===== config.mk =====
export PLATFORM = sky130hd
export DESIGN_NAME = audio_frame_pacer_core
export DESIGN_NICKNAME = d
export VERILOG_FILES = /design/src/rtl/afp_pkg.sv /design/src/rtl/afp_cfg.sv /design/src/rtl/afp_engine.sv /design/src/rtl/audio_frame_pacer_core.sv
export SDC_FILE = /design/constraint.sdc
export NUM_CORES = 1
export LEC_CHECK = 0
export BUFFER_PORTS_ARGS = -buffer_cell sky130_fd_sc_hd__buf_4
export CORE_MARGIN = 5
export CORE_UTILIZATION = 55
export CTS_BUF_LIST = sky130_fd_sc_hd__clkbuf_2
export DETAILED_ROUTE_END_ITERATION = 12
export HOLD_SLACK_MARGIN = 0.1
export PLACE_DENSITY = 0.78
export SYNTH_ARGS = -nofsm -noshare
export SYNTH_HDL_FRONTEND = slang
export SYNTH_SLANG_ARGS = --single-unit

===== constraint.sdc =====
create_clock -name clk -period 14 [get_ports clk]
set_input_delay 4.2 -clock clk [delete_from_list [all_inputs] [get_ports clk]]
set_output_delay 4.2 -clock clk [all_outputs]
set_load 0.01 [all_outputs]

===== src/rtl/afp_pkg.sv =====
`timescale 1ns / 1ps
// Audio frame pacer package: command and status codes, register indexes,
// configuration and result structs. No dependencies.
package afp_pkg;

  // Command codes carried in a request transaction
  typedef enum logic [2:0] {
    CMD_TICK       = 3'd0,
    CMD_MIC_WRITE  = 3'd1,
    CMD_SPK_READ   = 3'd2,
    CMD_MIC_ENABLE = 3'd3,
    CMD_SPK_ENABLE = 3'd4
  } cmd_e;

  // Tick status codes reported in a result transaction
  typedef enum logic [2:0] {
    ST_IDLE      = 3'd0,
    ST_FRAME     = 3'd1,
    ST_MIC_SHORT = 3'd2,
    ST_SPK_SHORT = 3'd3,
    ST_NO_DEVICE = 3'd4
  } status_e;

  // Configuration register indexes and reset values
  localparam int CFG_IDX_W = 2;
  localparam logic [CFG_IDX_W-1:0] CFG_FRAME_INTERVAL = 2'd0;
  localparam logic [CFG_IDX_W-1:0] CFG_STALE_LIMIT    = 2'd1;
  localparam logic [CFG_IDX_W-1:0] CFG_CATCHUP_THRESH = 2'd2;

  localparam logic [15:0] FRAME_INTERVAL_RST = 16'd80;
  localparam logic [15:0] STALE_LIMIT_RST    = 16'd300;
  localparam logic [15:0] CATCHUP_THRESH_RST = 16'd16;

  typedef struct packed {
    logic [15:0] frame_interval;
    logic [15:0] stale_limit;
    logic [15:0] catchup_thresh;
  } cfg_t;

  typedef struct packed {
    logic        frame_elapsed;
    logic [2:0]  tick_status;
    logic        resynced;
    logic        catch_up;
    logic        clock_running;
  } res_t;

endpackage


===== src/rtl/afp_cfg.sv =====
`timescale 1ns / 1ps
// Audio frame pacer configuration registers with a plain write port.
// Depends on afp_pkg.
module afp_cfg (
  input  logic                           clk,
  input  logic                           rst,
  input  logic                           cfg_we,
  input  logic [afp_pkg::CFG_IDX_W-1:0]  cfg_index,
  input  logic [15:0]                    cfg_wdata,
  output afp_pkg::cfg_t                  cfg
);
  import afp_pkg::*;

  // Register file; writes to unused indexes are dropped
  always_ff @(posedge clk) begin
    if (rst) begin
      cfg.frame_interval <= FRAME_INTERVAL_RST;
      cfg.stale_limit    <= STALE_LIMIT_RST;
      cfg.catchup_thresh <= CATCHUP_THRESH_RST;
    end else if (cfg_we) begin
      case (cfg_index)
        CFG_FRAME_INTERVAL: cfg.frame_interval <= cfg_wdata;
        CFG_STALE_LIMIT:    cfg.stale_limit    <= cfg_wdata;
        CFG_CATCHUP_THRESH: cfg.catchup_thresh <= cfg_wdata;
        default: ;
      endcase
    end
  end

endmodule


===== src/rtl/afp_engine.sv =====
`timescale 1ns / 1ps
// Audio frame pacer state registers and the single-pass update logic that
// turns one command into a result. Depends on afp_pkg.
module afp_engine #(
  parameter int TIME_WIDTH     = 40,
  parameter int CONSUMED_WIDTH = 20
) (
  input  logic           clk,
  input  logic           rst,
  input  logic           fire,
  input  logic [2:0]     cmd,
  input  logic [39:0]    now_ms,
  input  logic [15:0]    duration_ms,
  input  logic           enable,
  input  afp_pkg::cfg_t  cfg,
  output afp_pkg::res_t  res
);
  import afp_pkg::*;

  localparam int TW = TIME_WIDTH;
  localparam int CW = CONSUMED_WIDTH;

  logic [TW-1:0] deadline, deadline_next;
  logic [CW-1:0] mic_cnt, mic_cnt_next;
  logic [CW-1:0] spk_cnt, spk_cnt_next;
  logic          mic_on, mic_on_next;
  logic          spk_on, spk_on_next;
  logic          running, running_next;
  logic          mic_pend, mic_pend_next;
  logic          spk_pend, spk_pend_next;

  logic [TW-1:0] now_t, ivl_t, now_plus, late, d1, d_adv;
  logic          stale, due;
  logic [CW-1:0] ivl_c, mic1, spk1, mic_left, spk_left, mic_sat, spk_sat;
  logic          mic_ok, spk_ok, cu;
  logic [CW:0]   mic_sum, spk_sum;
  logic          mic_on_new, spk_on_new;

  // Datapath terms shared by the command arms
  always_comb begin
    now_t    = TW'(now_ms);
    ivl_t    = TW'(cfg.frame_interval);
    now_plus = now_t + ivl_t;
    late     = now_t - deadline;
    stale    = (deadline == '0) ||
               ((now_t > deadline) && (late > TW'(cfg.stale_limit)));
    // deadline and counts as seen after a possible stale resync
    d1       = stale ? now_plus : deadline;
    mic1     = stale ? '0 : mic_cnt;
    spk1     = stale ? '0 : spk_cnt;
    due      = now_t >= d1;
    d_adv    = d1 + ivl_t;
    ivl_c    = CW'(cfg.frame_interval);
    mic_ok   = mic1 >= ivl_c;
    spk_ok   = spk1 >= ivl_c;
    mic_left = mic1 - ivl_c;
    spk_left = spk1 - ivl_c;
    cu       = mic_left > CW'(cfg.catchup_thresh);
    // saturating adds for write and read events
    mic_sum  = {1'b0, mic_cnt} + (CW+1)'(duration_ms);
    spk_sum  = {1'b0, spk_cnt} + (CW+1)'(duration_ms);
    mic_sat  = mic_sum[CW] ? '1 : mic_sum[CW-1:0];
    spk_sat  = spk_sum[CW] ? '1 : spk_sum[CW-1:0];
    mic_on_new = (cmd == CMD_MIC_ENABLE) ? enable : mic_on;
    spk_on_new = (cmd == CMD_SPK_ENABLE) ? enable : spk_on;
  end

  // Next state and result for the command in the input register
  always_comb begin
    deadline_next = deadline;
    mic_cnt_next  = mic_cnt;
    spk_cnt_next  = spk_cnt;
    mic_on_next   = mic_on;
    spk_on_next   = spk_on;
    running_next  = running;
    mic_pend_next = mic_pend;
    spk_pend_next = spk_pend;
    res           = '0;
    case (cmd)
      CMD_TICK: begin
        if (running) begin
          if (stale) begin
            deadline_next = now_plus;
            mic_cnt_next  = '0;
            spk_cnt_next  = '0;
            res.resynced  = 1'b1;
          end
          if (due) begin
            if (mic_on) begin
              if (mic_ok) begin
                deadline_next     = cu ? (d_adv - TW'(1)) : d_adv;
                mic_cnt_next      = mic_left;
                res.frame_elapsed = 1'b1;
                res.tick_status   = ST_FRAME;
                res.catch_up      = cu;
              end else begin
                res.tick_status = ST_MIC_SHORT;
              end
            end else if (spk_on) begin
              if (spk_ok) begin
                deadline_next     = d_adv;
                spk_cnt_next      = spk_left;
                res.frame_elapsed = 1'b1;
                res.tick_status   = ST_FRAME;
              end else begin
                res.tick_status = ST_SPK_SHORT;
              end
            end else begin
              res.tick_status = ST_NO_DEVICE;
            end
          end
        end
      end
      CMD_MIC_WRITE: begin
        mic_cnt_next = mic_sat;
        // first write after enable realigns the deadline
        if (mic_pend) begin
          mic_pend_next = 1'b0;
          deadline_next = now_plus;
          mic_cnt_next  = '0;
          res.resynced  = 1'b1;
        end
      end
      CMD_SPK_READ: begin
        spk_cnt_next = spk_sat;
        if (spk_pend) begin
          spk_pend_next = 1'b0;
          deadline_next = now_plus;
          spk_cnt_next  = ivl_c;
          res.resynced  = 1'b1;
        end
      end
      CMD_MIC_ENABLE, CMD_SPK_ENABLE: begin
        mic_on_next  = mic_on_new;
        spk_on_next  = spk_on_new;
        mic_cnt_next = '0;
        spk_cnt_next = '0;
        if (!mic_on_new && !spk_on_new) begin
          running_next = 1'b0;
        end else begin
          deadline_next = now_plus;
          res.resynced  = 1'b1;
          if (mic_on_new ^ spk_on_new) running_next = 1'b1;
        end
        if (enable) begin
          if (cmd == CMD_MIC_ENABLE) mic_pend_next = 1'b1;
          else                       spk_pend_next = 1'b1;
        end
      end
      default: ;
    endcase
    res.clock_running = running_next;
  end

  // State registers advance as the transaction leaves the input register
  always_ff @(posedge clk) begin
    if (rst) begin
      deadline <= '0;
      mic_cnt  <= '0;
      spk_cnt  <= '0;
      mic_on   <= 1'b0;
      spk_on   <= 1'b0;
      running  <= 1'b0;
      mic_pend <= 1'b0;
      spk_pend <= 1'b0;
    end else if (fire) begin
      deadline <= deadline_next;
      mic_cnt  <= mic_cnt_next;
      spk_cnt  <= spk_cnt_next;
      mic_on   <= mic_on_next;
      spk_on   <= spk_on_next;
      running  <= running_next;
      mic_pend <= mic_pend_next;
      spk_pend <= spk_pend_next;
    end
  end

endmodule


===== src/rtl/audio_frame_pacer_core.sv =====
`timescale 1ns / 1ps
// Audio frame pacer top level: input register, pacing engine, result register.
// Depends on afp_pkg, afp_cfg and afp_engine.
//
//  channel  | handshake           | payload
//  ---------+---------------------+----------------------------------------------
//  request  | in_valid / in_ready | cmd, now_ms, duration_ms, enable
//  result   | out_valid/out_ready | frame_elapsed, tick_status, resynced,
//           |                     | catch_up, clock_running
//  config   | cfg_we              | cfg_index, cfg_wdata
//
// One result per request, through the input register and then the result register;
// one request per cycle sustained while results are taken (single-pass engine).
// Synchronous active-high reset clears all pacing state and loads register defaults.
// A stalled result holds the input register; the input register takes a new
// request whenever it is empty or moving forward in the same cycle.
module audio_frame_pacer_core #(
  parameter int TIME_WIDTH     = 40,
  parameter int CONSUMED_WIDTH = 20
) (
  input  logic                           clk,
  input  logic                           rst,
  input  logic                           in_valid,
  output logic                           in_ready,
  input  logic [2:0]                     cmd,
  input  logic [39:0]                    now_ms,
  input  logic [15:0]                    duration_ms,
  input  logic                           enable,
  output logic                           out_valid,
  input  logic                           out_ready,
  output logic                           frame_elapsed,
  output logic [2:0]                     tick_status,
  output logic                           resynced,
  output logic                           catch_up,
  output logic                           clock_running,
  input  logic                           cfg_we,
  input  logic [afp_pkg::CFG_IDX_W-1:0]  cfg_index,
  input  logic [15:0]                    cfg_wdata
);
  import afp_pkg::*;

  cfg_t        cfg;
  res_t        res_c, res_q;
  logic        s1_valid;
  logic [2:0]  s1_cmd;
  logic [39:0] s1_now;
  logic [15:0] s1_dur;
  logic        s1_en;
  logic        fire;

  afp_cfg u_cfg (
    .clk       (clk),
    .rst       (rst),
    .cfg_we    (cfg_we),
    .cfg_index (cfg_index),
    .cfg_wdata (cfg_wdata),
    .cfg       (cfg)
  );

  // Handshake: input stage moves forward when the result slot is free
  assign fire     = s1_valid && (!out_valid || out_ready);
  assign in_ready = !s1_valid || fire;

  // Input register
  always_ff @(posedge clk) begin
    if (rst) begin
      s1_valid <= 1'b0;
    end else if (in_ready) begin
      s1_valid <= in_valid;
    end
  end

  always_ff @(posedge clk) begin
    if (in_valid && in_ready) begin
      s1_cmd <= cmd;
      s1_now <= now_ms;
      s1_dur <= duration_ms;
      s1_en  <= enable;
    end
  end

  afp_engine #(
    .TIME_WIDTH     (TIME_WIDTH),
    .CONSUMED_WIDTH (CONSUMED_WIDTH)
  ) u_engine (
    .clk         (clk),
    .rst         (rst),
    .fire        (fire),
    .cmd         (s1_cmd),
    .now_ms      (s1_now),
    .duration_ms (s1_dur),
    .enable      (s1_en),
    .cfg         (cfg),
    .res         (res_c)
  );

  // Result register
  always_ff @(posedge clk) begin
    if (rst) begin
      out_valid <= 1'b0;
    end else if (fire) begin
      out_valid <= 1'b1;
    end else if (out_ready) begin
      out_valid <= 1'b0;
    end
  end

  always_ff @(posedge clk) begin
    if (fire) res_q <= res_c;
  end

  assign frame_elapsed = res_q.frame_elapsed;
  assign tick_status   = res_q.tick_status;
  assign resynced      = res_q.resynced;
  assign catch_up      = res_q.catch_up;
  assign clock_running = res_q.clock_running;

`ifndef SYNTH
  // frame flag and frame status always agree
  a_frame_status: assert property (@(posedge clk) disable iff (rst)
    out_valid |-> (frame_elapsed == (tick_status == ST_FRAME)))
    else $error("frame flag and status disagree");

  // catch-up only happens on an emitted frame
  a_catchup_frame: assert property (@(posedge clk) disable iff (rst)
    (out_valid && catch_up) |-> frame_elapsed)
    else $error("catch-up without frame");

  // a tick reports a status only while the pacing clock runs
  a_status_running: assert property (@(posedge clk) disable iff (rst)
    (out_valid && (tick_status != ST_IDLE)) |-> clock_running)
    else $error("tick status while clock stopped");

  // full input stage behind a stalled result must back-pressure
  a_backpressure: assert property (@(posedge clk) disable iff (rst)
    (s1_valid && out_valid && !out_ready) |-> !in_ready)
    else $error("request taken while pipeline is full");

  // an accepted request occupies the input stage next cycle
  a_accept_fill: assert property (@(posedge clk) disable iff (rst)
    (in_valid && in_ready) |=> s1_valid)
    else $error("accepted request lost");
`endif

endmodule

Word level (Yosys, flattened, before mapping)
Cells that the tools add are included.
{"block": "classes", "n_addsub": 8, "order_cmp": 6, "eq_ne": 13, "n_mux": 58, "n_bitwise": 1, "n_reduce_logical": 32}
{"operator": "40-bit two-way mux", "n": 11}
{"operator": "20-bit two-way mux", "n": 15}
{"operator": "40-bit one-hot mux with 4 select lines", "n": 1}
{"operator": "20-bit one-hot mux with 3 select lines", "n": 2}
{"operator": "40-bit by 16-bit adder with 40-bit output", "n": 2}
{"operator": "20-bit by 16-bit adder with 21-bit output", "n": 2}
{"operator": "20-bit by 16-bit greater-or-equal comparator with 1-bit output", "n": 2}
{"operator": "40-bit greater-or-equal comparator", "n": 1}
{"operator": "40-bit by 16-bit greater-than comparator with 1-bit output", "n": 1}
{"operator": "40-bit greater-than comparator", "n": 1}
{"operator": "40-bit logical NOT", "n": 1}
{"operator": "20-bit by 16-bit subtractor with 20-bit output", "n": 2}
{"operator": "40-bit by 1-bit subtractor with 40-bit output, second input constant", "n": 1}
{"operator": "40-bit subtractor", "n": 1}
{"operator": "1-bit two-way mux", "n": 21}
{"operator": "20-bit by 16-bit greater-than comparator with 1-bit output", "n": 1}
{"operator": "3-bit AND reduction", "n": 3}
{"operator": "2-bit by 1-bit != test with 1-bit output, second input constant", "n": 4}
{"operator": "2-bit AND reduction", "n": 4}
{"operator": "4-bit AND reduction", "n": 2}
{"operator": "3-bit by 2-bit equality test with 1-bit output, second input constant", "n": 2}
{"operator": "2-bit two-way mux", "n": 3}
{"operator": "2-bit != test, second input constant", "n": 3}
{"operator": "6-bit AND reduction", "n": 1}
{"operator": "other kinds (19)", "n": 31}
{"block": "totals", "ff_bits": 202, "input_bits": 83, "out_inout_bits": 9, "wordCells": 140}

Longest topological paths before layout
{"block": "depth", "depth_word": 13, "mapped_depth": 56, "depth_no_buf": 48}

Hierarchy
From an unflattened synthesis, not the netlist that was laid out.
{"block": "hier_totals", "hier_cells": 2950, "hier_area_um2": 22584.2}
{"mod": "afp_engine", "instances": 1, "cells_each": 2689, "area_each_um2": 18496.5, "seq_area_each_um2": 1701.6}
{"mod": "audio_frame_pacer_core", "instances": 1, "cells_each": 77, "area_each_um2": 2115.8, "seq_area_each_um2": 2052.0}
{"mod": "afp_cfg", "instances": 1, "cells_each": 184, "area_each_um2": 1971.9, "seq_area_each_um2": 960.9}

Worst setup path after synthesis
Ideal clock, no wire load.
{"block": "synth_path", "path_kind": "reg-to-reg", "start": "register s1_now[0]", "end": "register u_engine.deadline[0]", "setup_ns": 0.070, "arrival_time_ns": 9.959, "required_time_ns": 13.930, "setup_slack_ns": 3.970, "path_stages_with_launch": 53, "path_buffers": 6, "period_less_slack_ns": 10.030, "cell_sequence": "edfxtp_1 inv_1 ha_1 fa_1 nand2b_1 a21oi_1 nor2_1 o21ai_0 a21oi_1 xnor2_1 ha_1 nand4_1 nor4_1 or3_1 a21oi_1 nor4_1 o2111ai_1 nor4_1 (+17 left out) xor2_1 ha_1 nand2_1 nor2_1 a221o_1 a21o_1 a211oi_1 nor2_1 or3_1 o31ai_1 a211oi_1 nor2_1 clkbuf_1 clkbuf_1 a21oi_1 o21ai_0 o221ai_1 a21oi_1"}
{"block": "synth_between", "elab_chain_cells": 13, "word_cells_on_any_way": 27, "classes_between": "add/sub: 5; order compare: 6; mux: 14; reduce/logical: 2"}
{"item": "start: declaration", "line_no": "audio_frame_pacer_core.sv:46", "text": "logic [39:0] s1_now;"}
{"item": "start signal: assignment", "line_no": "audio_frame_pacer_core.sv:76", "text": "s1_now <= now_ms;"}
{"item": "40-bit subtractor", "line_no": "afp_engine.sv:44", "text": "late = now_t - deadline;"}
{"item": "40-bit by 16-bit greater-than comparator with 1-bit output", "line_no": "afp_engine.sv:46", "text": "((now_t > deadline) && (late > TW'(cfg.stale_limit)));"}
{"item": "1-bit logical AND", "line_no": "afp_engine.sv:46"}
{"item": "1-bit logical OR", "line_no": "afp_engine.sv:45", "text": "stale = (deadline == '0) ||"}
{"item": "40-bit two-way mux or 20-bit two-way mux (tied branches)", "line_no": "afp_engine.sv:48, afp_engine.sv:82, afp_engine.sv:49"}
{"item": "40-bit by 16-bit adder with 40-bit output or 20-bit by 16-bit subtractor with 20-bit output (tied branches)", "line_no": "afp_engine.sv:52, afp_engine.sv:56"}
{"item": "40-bit by 1-bit subtractor with 40-bit output or 20-bit by 16-bit greater-than comparator with 1-bit output (tied branches)", "line_no": "afp_engine.sv:91, afp_engine.sv:58"}
{"item": "40-bit two-way mux", "line_no": "afp_engine.sv:91", "text": "deadline_next = cu ? (d_adv - TW'(1)) : d_adv;"}
{"item": "40-bit two-way mux", "line_no": "afp_engine.sv:90", "text": "if (mic_ok) begin"}
{"item": "40-bit two-way mux", "line_no": "afp_engine.sv:89", "text": "if (mic_on) begin"}
{"item": "40-bit two-way mux", "line_no": "afp_engine.sv:88", "text": "if (due) begin"}
{"item": "40-bit two-way mux", "line_no": "afp_engine.sv:81", "text": "if (running) begin"}
{"item": "40-bit one-hot mux with 4 select lines *", "line_no": "afp_engine.sv:79", "text": "case (cmd)"}
{"item": "end signal: assignment", "line_no": "afp_engine.sv:167", "text": "deadline <= deadline_next;"}
{"item": "end: declaration", "line_no": "afp_engine.sv:23", "text": "logic [TW-1:0] deadline, deadline_next;"}
Mark *: on every way between the ends. The rest lies on a longest branch, timed or not. The select of a mux whose other input is x is not followed.
A chain may end at the register's enable or synchronous reset.

Worst setup path after layout
{"block": "layout_path", "start": "register s1_now[0]", "end": "register u_engine.deadline[38]"}
The elaborated chain is that of the path after synthesis.

==> metrics <==
VDD IR max=71.65 uV; Layout Nets=3255; htree depth=2; clk sink count=202; port bufs=91; Synth-to-Final Area Change=7.514%; # hold bufs at CTS=0; vias in the first global route=22240; Starting Density=0.5588; die width=208.8 um; dpl hpwl=64.44 mm; Tcrit/Tclk final=0.8151; clk_lat worst skew=1100 ps; Placement Rows=72; GRT Total Usage=0.3649; setup bufs post-CTS=0; RD Place Congestion=1.013; root buf cell=clkbuf_2; first-pass GRT wire length=127.6 mm; setup ws final=2589 ps; drt total wl=83.31 mm; clock power share=0.234; clk_skew=76.22 ps; Via-to-Cell Ratio=6.596; Crit Reg-Reg Startpoint=s1_now[0]; Hold Crit Start=u_cfg.cfg[11]; Fin. Hold Viols=0; Comb pwr share=0.437; Pwr Density=87.37 mW/mm^2; Final Max Tran Viols=0; Die ar.=0.04361 mm^2; clock buffer depth=3; Post-synth EDFFs=67; drt initial violations=2518; min Tclk post-route=11410 ps; Worst Tran Pin Value=1294 ps; arrival time worst endpoint=12350 ps; I/O pins=92; Flop pwr share=0.329; worst-path fanout max=62; Worst Path Required=14940 ps; CP top delay family=simple AND/OR/NAND/NOR gates; TritonCTS clock tree=yes; CTS Buf Count=58; Synth async-reset ratio=0; Max Fclk=0.08763 GHz; relative slew slack=0.1295; reg2reg end=u_engine.deadline[38]; largest stage delay on the critical path=730 ps; Leak Pwr=9.108 nW; layout cells sized above 1=0.09606; hold endpoint=u_cfg.cfg[11]; height of the die=208.8 um; placed insts=3409; R2R setup slack=2590 ps; DRC Markers=0; Remaining Overflow, GRT=0; Tot Pwr=0.002043 W; Worst Path Buf+Inv=4; max_cap viols=0; Synth Area per Inst=7.491 um^2; net switching power=0.0009149 W; commonest non-fill, non-tap cells in the layout=335 x nand2_1, 283 x a21oi_1, 227 x nor2_1; Worst-path clk slew=120 ps; drt first pass iters=7; Design Area, Final=0.02338 mm^2; Non-Filler Instances=3518; Post-CTS Resized=0; internal power=0.001128 W; pre-CTS WS=2801 ps; Crit. End Element=register; pin count of the biggest net entering global routing=63; Gate Count Post-Synth=2903; Worst Hold Class=reg -> reg; Mapped Area=0.02175 mm^2; setup_tns=0 ps; crit start category=register; worst-case reg-to-reg path depth=39; synth warn=0; Area after DPL=0.02285 mm^2; Routed Antenna Nets=0; WL/cell=23.68 um; Sw Share=0.4479; final setup vio count=0; hold depth=2; most common cell after layout, fill and taps aside=nand2_1; Slowest-stage cell, CP=nor4_1; post-synth cell types=98; antenna violations before repair=1; RSZ-0062 raised after global routing=false; core box area=0.03892 mm^2; Setup CP Type=reg -> reg; Seq/Total Area, Yosys=0.2168; Net Count, Synth=3207; DR vias=23210; #FFs+latches synth=202; Synth Flop Type=dfxtp_1; status=finished, final reports clean
## cell families (layout without fill, tap and decap cells)
| kind of cell | count (synthesis) | after routing | synth area share |
|---|---|---|---|
| AOI/OAI and AO/OA | 881 | 881 | 0.2595 |
| xor gates and xnor gates | 184 | 184 | 0.07411 |
| adders and majority gates | 221 | 221 | 0.1296 |
| buffers and inverters | 310 | 405 | 0.05478 |
| DFF | 202 | 202 | 0.2168 |
| muxes | 67 | 67 | 0.03211 |
| other | 0 | 2 | 0 |
| and+or+nand+nor | 1038 | 1038 | 0.2331 |
## power groups by stage
stage                     combinational, W  clock [W]  sequential (W)
after global routing              0.000974   0.000509        0.000673
after global placement            0.000847          0        0.000682
after detailed placement          0.000866          0        0.000682
after CTS                         0.000871   0.000484        0.000669
final                             0.000894   0.000478        0.000671
after floorplan                   0.000626          0        0.000663
## synth_stat cells (all sizes together), types with 9 or more instances
library cell	instances	area (um^2)
nand2	335	1257
a21oi	288	1453
nor2	228	858.3
ha	214	2678
o21ai	200	1001
inv	170	638.1
dfxtp	135	2703
xnor2	128	1121
clkbuf	119	447.9
nor3	112	593.1
edfxtp	67	2012
nand3	65	325.3
nand4	60	381.6
xor2	56	490.5
a21o	54	405.4
mux2i	51	518.0
a211oi	47	357.8
o211ai	39	297.8
nor4	37	256.5
and2	35	219.0
nand2b	32	200.2
or3	28	175.2
o21a	25	187.7
nor2b	24	157.6
a31oi	23	143.9
and3	22	137.6
a221oi	21	183.9
buf	20	101.4
a21boi	19	142.6
o221ai	19	166.4
mux2	16	180.2
o31ai	16	125.1
a2111oi	14	143.9
and4	13	116.4
nor3b	12	90.09
o22ai	12	75.07
a211o	10	87.58
nand3b	9	67.56
o2111ai	9	85.08
o31a	9	78.83
## area by class of cell
type | count | area, um^2
clock inverter | 22 | 102.6
tap | 518 | 648.1
inverter | 171 | 641.9
antenna | 2 | 5.005
multi-input combinational | 2391 | 15890
timing repair buffer | 127 | 953.4
sequential | 202 | 4715
fill | 3659 | 15540
clock buffer | 85 | 425.4
## worst register-to-register path, delay by kind of cell, from the launching register on
kind	cells	cell delay, ps
flops	1	370
xor+xnor	2	340
compound gates	16	3540
buf+inv	4	1440
mux	1	140
simple gates	12	4050
fa+ha+maj	4	1410
## worst max-delay path by stage
stage | startpoint | end | slack (ps) | cells after the start
after floorplan | s1_now[0] | u_engine.deadline[0] | 3970 | 52
after global placement | s1_now[0] | u_engine.deadline[20] | 3050 | 48
after detailed placement | s1_now[0] | u_engine.deadline[20] | 2800 | 48
after CTS | s1_now[0] | u_engine.deadline[38] | 2720 | 39
after global routing | s1_now[0] | u_engine.deadline[38] | 1630 | 39
final | s1_now[0] | u_engine.deadline[38] | 2590 | 39
## state kept, by name (all words and copies together) (netlist names), 3 cells and up
register / count
s1_cmd: 3
s1_dur: 16
s1_now: 40
tick_status: 3
u_cfg.cfg: 48
u_engine.deadline: 40
u_engine.mic_cnt: 20
u_engine.spk_cnt: 20
## routing by layer
metal | track usage | vias to the layer above | part of all wire
met3 | 0.06674 | 335 | 0.089
met1 | 0.4562 | 10840 | 0.39
met2 | 0.5830 | 1235 | 0.45
met5 | 0 | - | 0
met4 | 0.2268 | 0 | 0.073
li1 | - | 10800 | -
## stage by stage
stage	utilization	hold slack (ps)
3_5_place_dp	0.5871	446.6
5_1_grt	0.6008	481.0
4_1_cts	0.6006	461.4
6_report	0.6008	462.6
3_3_place_gp	0.5871	444.5
2_1_floorplan	-	436.3
Note: power is estimated with default switching activity, not from simulation.
